File: src/rtl/spq_pkg.sv
// Package for the sorted priority queue: sizes, entry type, codes and helpers.
`timescale 1ns / 1ps
package spq_pkg;

  localparam int DEPTH         = 8;
  localparam int PAYLOAD_BYTES = 5;

  localparam int PAY_IN_W = 40;
  localparam int PAY_W    = 8 * PAYLOAD_BYTES;
  localparam int PRIO_W   = 8;
  localparam int ARR_W    = 16;
  localparam int STAT_W   = 2;
  localparam int OCC_W    = $clog2(DEPTH + 1);

  localparam logic OP_INSERT = 1'b0;
  localparam logic OP_REMOVE = 1'b1;

  localparam logic [STAT_W-1:0] ST_OK    = 2'd0;
  localparam logic [STAT_W-1:0] ST_FULL  = 2'd1;
  localparam logic [STAT_W-1:0] ST_EMPTY = 2'd2;

  typedef struct packed {
    logic [PAY_W-1:0]  payload;
    logic [PRIO_W-1:0] prio;
    logic [ARR_W-1:0]  arr;
  } entry_t;

  typedef struct packed {
    logic ins;
    logic rem;
  } spq_ctrl_t;

  function automatic logic [PAY_IN_W-1:0] widen_payload(input logic [PAY_W-1:0] p);
    logic [PAY_IN_W-1:0] w;
    w = '0;
    w[PAY_W-1:0] = p;
    return w;
  endfunction

endpackage

File: src/rtl/spq_if.sv
// Request and response channel interfaces of the sorted priority queue.
`timescale 1ns / 1ps
interface spq_in_if;
  logic                          valid;
  logic                          ready;
  logic                          op;
  logic [spq_pkg::PAY_IN_W-1:0]  payload;
  logic [spq_pkg::PRIO_W-1:0]    priority_req;
  logic [spq_pkg::ARR_W-1:0]     arrival;

  modport source (output valid, op, payload, priority_req, arrival, input ready);
  modport sink (input valid, op, payload, priority_req, arrival, output ready);
endinterface

interface spq_out_if;
  logic                          valid;
  logic                          ready;
  logic [spq_pkg::STAT_W-1:0]    status;
  logic [spq_pkg::PAY_IN_W-1:0]  out_payload;
  logic [spq_pkg::PRIO_W-1:0]    out_priority;
  logic [spq_pkg::ARR_W-1:0]     out_arrival;

  modport source (output valid, status, out_payload, out_priority, out_arrival, input ready);
  modport sink (input valid, status, out_payload, out_priority, out_arrival, output ready);
endinterface

File: src/rtl/spq_cell.sv
// One cell of the sorted row: holds one entry, shifts up on insert, down on remove.
`timescale 1ns / 1ps
module spq_cell (
  input  logic                clk,
  input  spq_pkg::spq_ctrl_t  ctrl,
  input  logic                valid,
  input  logic                prev_go,
  input  spq_pkg::entry_t     prev_entry,
  input  spq_pkg::entry_t     next_entry,
  input  spq_pkg::entry_t     new_entry,
  output logic                go,
  output spq_pkg::entry_t     entry
);
  import spq_pkg::*;

  entry_t entry_next;

  // new entry lands in front of this cell's content
  assign go = !valid || ({entry.prio, entry.arr} > {new_entry.prio, new_entry.arr});

  always_comb begin
    entry_next = entry;
    if (ctrl.ins && go) begin
      entry_next = prev_go ? prev_entry : new_entry;
    end else if (ctrl.rem) begin
      entry_next = next_entry;
    end
  end

  always_ff @(posedge clk) begin
    entry <= entry_next;
  end

endmodule

File: src/rtl/sorted_priority_queue_top.sv
// Top level of the sorted priority queue: cell row, occupancy and response register.
`timescale 1ns / 1ps
// Bounded priority queue of DEPTH entries kept sorted in a row of cells, lowest priority
// value first and equal priorities by arrival, first in first out on full ties. Every
// request transaction (insert or remove) yields one response transaction in the next cycle;
// a new request is taken each cycle, held back only while a response waits unread.
// Inserts into a full queue are answered with status full and change nothing; removes
// from an empty queue return status empty with zero fields. Payload bits above
// PAYLOAD_BYTES bytes are dropped on insert.
module sorted_priority_queue_top (
  input  logic        clk,
  input  logic        rst,
  spq_in_if.sink      req,
  spq_out_if.source   rsp
);
  import spq_pkg::*;

  logic [OCC_W-1:0] occupancy;
  logic [OCC_W-1:0] occupancy_next;
  logic             take;
  logic             is_full;
  logic             is_empty;
  spq_ctrl_t        ctrl;
  entry_t           new_entry;
  entry_t           cells [DEPTH];
  logic             go [DEPTH];

  assign req.ready = !rsp.valid || rsp.ready;
  assign take      = req.valid && req.ready;
  assign is_full   = (occupancy == OCC_W'(DEPTH));
  assign is_empty  = (occupancy == '0);

  assign ctrl.ins = take && (req.op == OP_INSERT) && !is_full;
  assign ctrl.rem = take && (req.op == OP_REMOVE) && !is_empty;

  assign new_entry.payload = req.payload[PAY_W-1:0];
  assign new_entry.prio    = req.priority_req;
  assign new_entry.arr     = req.arrival;

  for (genvar i = 0; i < DEPTH; i++) begin : g_cell
    spq_cell u_cell (
      .clk        (clk),
      .ctrl       (ctrl),
      .valid      (OCC_W'(i) < occupancy),
      .prev_go    ((i == 0) ? 1'b0 : go[(i == 0) ? 0 : i - 1]),
      .prev_entry (cells[(i == 0) ? 0 : i - 1]),
      .next_entry (cells[(i == DEPTH - 1) ? i : i + 1]),
      .new_entry  (new_entry),
      .go         (go[i]),
      .entry      (cells[i])
    );
  end

  always_comb begin
    occupancy_next = occupancy;
    if (ctrl.ins) begin
      occupancy_next = occupancy + OCC_W'(1);
    end else if (ctrl.rem) begin
      occupancy_next = occupancy - OCC_W'(1);
    end
  end

  always_ff @(posedge clk) begin
    if (rst) begin
      occupancy <= '0;
      rsp.valid <= 1'b0;
    end else begin
      occupancy <= occupancy_next;
      if (take) begin
        rsp.valid <= 1'b1;
      end else if (rsp.ready) begin
        rsp.valid <= 1'b0;
      end
    end
  end

  always_ff @(posedge clk) begin
    if (take) begin
      rsp.status       <= ST_OK;
      rsp.out_payload  <= '0;
      rsp.out_priority <= '0;
      rsp.out_arrival  <= '0;
      if (req.op == OP_INSERT) begin
        if (is_full) begin
          rsp.status <= ST_FULL;
        end
      end else if (is_empty) begin
        rsp.status <= ST_EMPTY;
      end else begin
        rsp.out_payload  <= widen_payload(cells[0].payload);
        rsp.out_priority <= cells[0].prio;
        rsp.out_arrival  <= cells[0].arr;
      end
    end
  end

`ifndef NO_ASSERTIONS
  a_occ_bound: assert property (@(posedge clk) disable iff (rst)
    occupancy <= OCC_W'(DEPTH))
    else $error("occupancy above depth");

  a_head_sorted: assert property (@(posedge clk) disable iff (rst)
    (occupancy >= OCC_W'(2)) |-> ({cells[0].prio, cells[0].arr} <= {cells[1].prio, cells[1].arr}))
    else $error("head cell out of order");

  a_remove_count: assert property (@(posedge clk) disable iff (rst)
    (take && req.op == OP_REMOVE && !is_empty) |=> (occupancy == $past(occupancy) - OCC_W'(1)))
    else $error("remove did not shrink queue");

  a_full_reject: assert property (@(posedge clk) disable iff (rst)
    (take && req.op == OP_INSERT && is_full) |=> (rsp.valid && rsp.status == ST_FULL && is_full))
    else $error("full insert not rejected");
`endif

endmodule

File: src/flat_wrapper.sv
// flat-port wrapper written by rule: the top's interface ports become plain ports
module sorted_priority_queue_top_flat import spq_pkg::*;
  (clk, rst, req_valid, req_op, req_payload, req_priority_req, req_arrival, req_ready, rsp_valid, rsp_status, rsp_out_payload, rsp_out_priority, rsp_out_arrival, rsp_ready);
  spq_in_if req_i ();
  spq_out_if rsp_i ();
  input  logic clk;
  input  logic rst;
  input wire logic [$bits(req_i.valid)-1:0] req_valid;
  input wire logic [$bits(req_i.op)-1:0] req_op;
  input wire logic [$bits(req_i.payload)-1:0] req_payload;
  input wire logic [$bits(req_i.priority_req)-1:0] req_priority_req;
  input wire logic [$bits(req_i.arrival)-1:0] req_arrival;
  output wire logic [$bits(req_i.ready)-1:0] req_ready;
  output wire logic [$bits(rsp_i.valid)-1:0] rsp_valid;
  output wire logic [$bits(rsp_i.status)-1:0] rsp_status;
  output wire logic [$bits(rsp_i.out_payload)-1:0] rsp_out_payload;
  output wire logic [$bits(rsp_i.out_priority)-1:0] rsp_out_priority;
  output wire logic [$bits(rsp_i.out_arrival)-1:0] rsp_out_arrival;
  input wire logic [$bits(rsp_i.ready)-1:0] rsp_ready;
  assign req_i.valid = req_valid;
  assign req_i.op = req_op;
  assign req_i.payload = req_payload;
  assign req_i.priority_req = req_priority_req;
  assign req_i.arrival = req_arrival;
  assign req_ready = req_i.ready;
  assign rsp_valid = rsp_i.valid;
  assign rsp_status = rsp_i.status;
  assign rsp_out_payload = rsp_i.out_payload;
  assign rsp_out_priority = rsp_i.out_priority;
  assign rsp_out_arrival = rsp_i.out_arrival;
  assign rsp_i.ready = rsp_ready;
  sorted_priority_queue_top u_core (.clk(clk), .rst(rst), .req(req_i), .rsp(rsp_i));
endmodule
File: config.mk
export PLATFORM = sky130hd
export DESIGN_NAME = sorted_priority_queue_top_flat
export DESIGN_NICKNAME = d
export VERILOG_FILES = /design/src/rtl/spq_pkg.sv /design/src/rtl/spq_if.sv /design/src/rtl/spq_cell.sv /design/src/rtl/sorted_priority_queue_top.sv /design/src/flat_wrapper.sv
export SDC_FILE = /design/constraint.sdc
export NUM_CORES = 1
export LEC_CHECK = 0
export ABC_AREA = 1
export BUFFER_PORTS_ARGS = -buffer_cell sky130_fd_sc_hd__buf_4
export CELL_PAD_IN_SITES_DETAIL_PLACEMENT = 2
export CELL_PAD_IN_SITES_GLOBAL_PLACEMENT = 2
export CORE_AREA = 5 5 343 278
export CTS_BUF_LIST = sky130_fd_sc_hd__clkbuf_4 sky130_fd_sc_hd__clkbuf_8
export CTS_CLUSTER_DIAMETER = 30
export DETAILED_ROUTE_END_ITERATION = 8
export DIE_AREA = 0 0 348 283
export GPL_TIMING_DRIVEN = 1
export PLACE_DENSITY_LB_ADDON = 0.12
export SYNTH_ARGS = -nofsm -noshare
export SYNTH_HDL_FRONTEND = slang
export SYNTH_HIERARCHICAL = 1
export SYNTH_SLANG_ARGS = --single-unit
File: constraint.sdc
create_clock -name clk -period 4.25 [get_ports clk]
set_input_delay 0 -clock clk [delete_from_list [all_inputs] [get_ports clk]]
set_output_delay 0 -clock clk [all_outputs]
set_load 0.1 [all_outputs]
==> flow_summary.toml <==
[global_route]
grt_pass1_vias = 33623
antenna_found_initial = 2
grt_pass1_wl_um = 200000
overflow = 0
grt_usage = 0.2550
grt_max_degree = 190

[outcome]
outcome = "finished, final reports clean"

[cells_and_area]
fin_cells = 5699
layout_common_cells = "nand2_1, edfxtp_1, nand3_1"
fill_cells = 9992
final_common_cell = "nand2_1"
final_nets = 4615
layout-drive-gt1-share = 0.1827
area_growth_pct = 15.32
final_util = 0.4662

[die]
die_w_um = 348
die_h_um = 283
initial_core_util = 0.4043
ioPinCount = 137
core_area_um2 = 91840
dieArea_um2 = 98480
rows = 100

[drt]
vias_per_cell = 5.460
firstDrtPassIters = 7
routed_wl_um = 128700
ant_nets = 0
routedWlPerCell_um = 22.59
route.detailed.drc = 0
vias = 31114
drt_iter0_drc = 2299

[synth]
synth_flop_cell = "edfxtp_1"
synth_largest_area_cell = "edfxtp_1"
syn-num-nets = 4459
synth_area_um2 = 37130
ys_seq_area_frac = 0.4701
synthArstFlopShare = 0
synth_area_leaders = "edfxtp_1, nand2_1, mux2_2, nand3_1, ha_1"
ys_seq_elements = 583
synth_top_cell_area_share = 0.4674
synthCells = 4193
synth.distinct_cells = 27
syn_avg_cell_area_um2 = 8.855
synth_edf_count = 578
yosysWarningCount = 6

[setup_path]
regToRegSetupSlack_ns = 0.63
worst-path-max-fanout = 46
critPathArrivalTime_ns = 4.20
cp-end-kind = "flip-flop"
required_ns = 4.83
worstSetupPathType = "flip-flop to flip-flop"
start_kind = "flip-flop"

[cts]
clockBufferDepth = 3
cts_buffers = 150
postCtsResizedCells = 0
cts_tree = "yes"
cts-root-buf = "clkbuf_8"
cts-htree-levels = 4
cts_setup_buffers = 0
cts_sinks = 583
cts.clk_slew.worst_paths_ns = 0.06
insertion_delay_ns = 0.83

[timing]
finalCriticalPeriod_ns = 3.620
drv_slew = 0
fin_worst_skew_ns = 0.05921
setup_viol = 0
tightest_slew_ns = 0.9818
relSlewSlack = 0.3455
finalHoldViolCount = 0
clock.fmax_ghz = 0.2762
hold_slack_ns = 0.1362
fin_tns_setup_ns = 0
min_period_over_period = 0.8517
rsz0062_at_grt = "no"

[pwr]
swShare = 0.3598
p_int_mw = 14.64
p_leak_nw = 19.75
power_frac_clock = 0.344
seq_power_share = 0.367
power.density_nw_per_um2 = 534.3
comb_power_share = 0.289
power_switching_mw = 8.231
ir_worst_vdd_v = 0.0002711

[placed_design]
portBuffers = 136
placed_cells = 5350
dp_hpwl_um = 82100
place.gp.congestion = 0.7658

[hold_path]
hp-class = "input pin to flip-flop"

[flow_run]
drv_cap = 0
[layout make-up]
cell class              instances  area (um^2)  share of cell area
well taps                    1224         1531             0.03577
repair buffers                260         2342             0.05470
diodes                          3        7.507           0.0001753
multi-input cells            3009        16880              0.3943
clock buffers                 179         2282             0.05330
clock inverters                96         1018             0.02379
inverters                     345         1296             0.03027
flip-flops and latches        583        17460              0.4077
[flip-flops by register name, indices dropped and copies added, names as in the netlist]
register / flops
u_core/g_cell.u_cell/entry: 512
u_core/rsp.out_payload: 40
u_core/rsp.out_arrival: 16
u_core/rsp.out_priority: 8
u_core/occupancy: 4
u_core/rsp.status: 2
u_core/rsp.valid: 1
[power by group through the flow]
stage          sequential (mW)  combinational [mW]  clock [mW]
4_1_cts                   8.36                6.57        8.04
6_report                  8.38                6.62        7.87
5_1_grt                   8.48                7.23        8.36
3_3_place_gp              8.40                6.18           0
2_1_floorplan             8.65                4.23           0
3_5_place_dp              8.46                6.40           0
[critical path, stage by stage (launching register included)]
cell      delay [ns]
edfxtp_1        0.47
ha_1            0.34
nand2_1         0.08
nor2_2          0.16
nand2_1         0.10
nor3_2          0.18
nand2_1         0.08
nand3_1         0.07
nand2_1         0.35
nand2_4         0.32
buf_4           0.58
mux2_2          0.43
nand3_1         0.11
nand2_1         0.08
[cell families (layout without fill, tap and decap cells)]
family          Yosys count  after routing  share of synthesized area
simple gates           2204           2204                     0.2459
other cells               1              4                  0.0001010
mux                     328            328                    0.09947
fa+ha+maj               197            197                    0.06638
buf+inv                 601            880                    0.07909
flops                   583            583                     0.4701
xor+xnor                  2              2                  0.0004718
compound gates          277            277                    0.03841
[cells in the mapped netlist, types with 11 or more instances]
library cell,count
a21o_1,16
a21oi_1,65
buf_2,40
buf_4,56
buf_6,56
clkbuf_1,104
edfxtp_1,578
ha_1,197
inv_1,344
mux2_2,328
nand2_1,1492
nand3_1,551
nor2_1,111
nor2_2,11
o21ai_0,196
[stage by stage]
step	power, mW	setup slack (ns)	area (um^2)
6_report	22.88	0.6301	42820
5_1_grt	24.08	0.5099	42810
4_1_cts	22.98	0.6786	42810
3_5_place_dp	14.85	0.6781	38800
3_3_place_gp	14.58	0.7020	38800
2_1_floorplan	12.89	0.4653	37150
[layer usage]
metal	up-vias	wire, um	track usage
li1	14467	-	-
met1	15681	63540	0.3782
met2	774	56270	0.3914
met3	192	5898	0.03363
met4	0	3014	0.07274
met5	-	0	0
[final timing paths]
kind / from / end / cells after the start
worst min register to register: u_core/g_cell[5].u_cell/entry[63] / u_core/g_cell[4].u_cell/entry[63] / 2
worst min-delay path: rsp_ready / u_core/rsp.valid / 5
worst max-delay path: u_core/g_cell[0].u_cell/entry[23] / u_core/g_cell[1].u_cell/entry[50] / 13
worst max register to register: u_core/g_cell[0].u_cell/entry[23] / u_core/g_cell[1].u_cell/entry[50] / 13
[repair_timing]
item / 4_1_cts / 5_1_grt
hold buffers: 71 / 0
endpoints found under the setup margin: 0 / 0
hold endpoints to repair: 522 / 0
No activity file was read; power rests on OpenSTA's default activity.
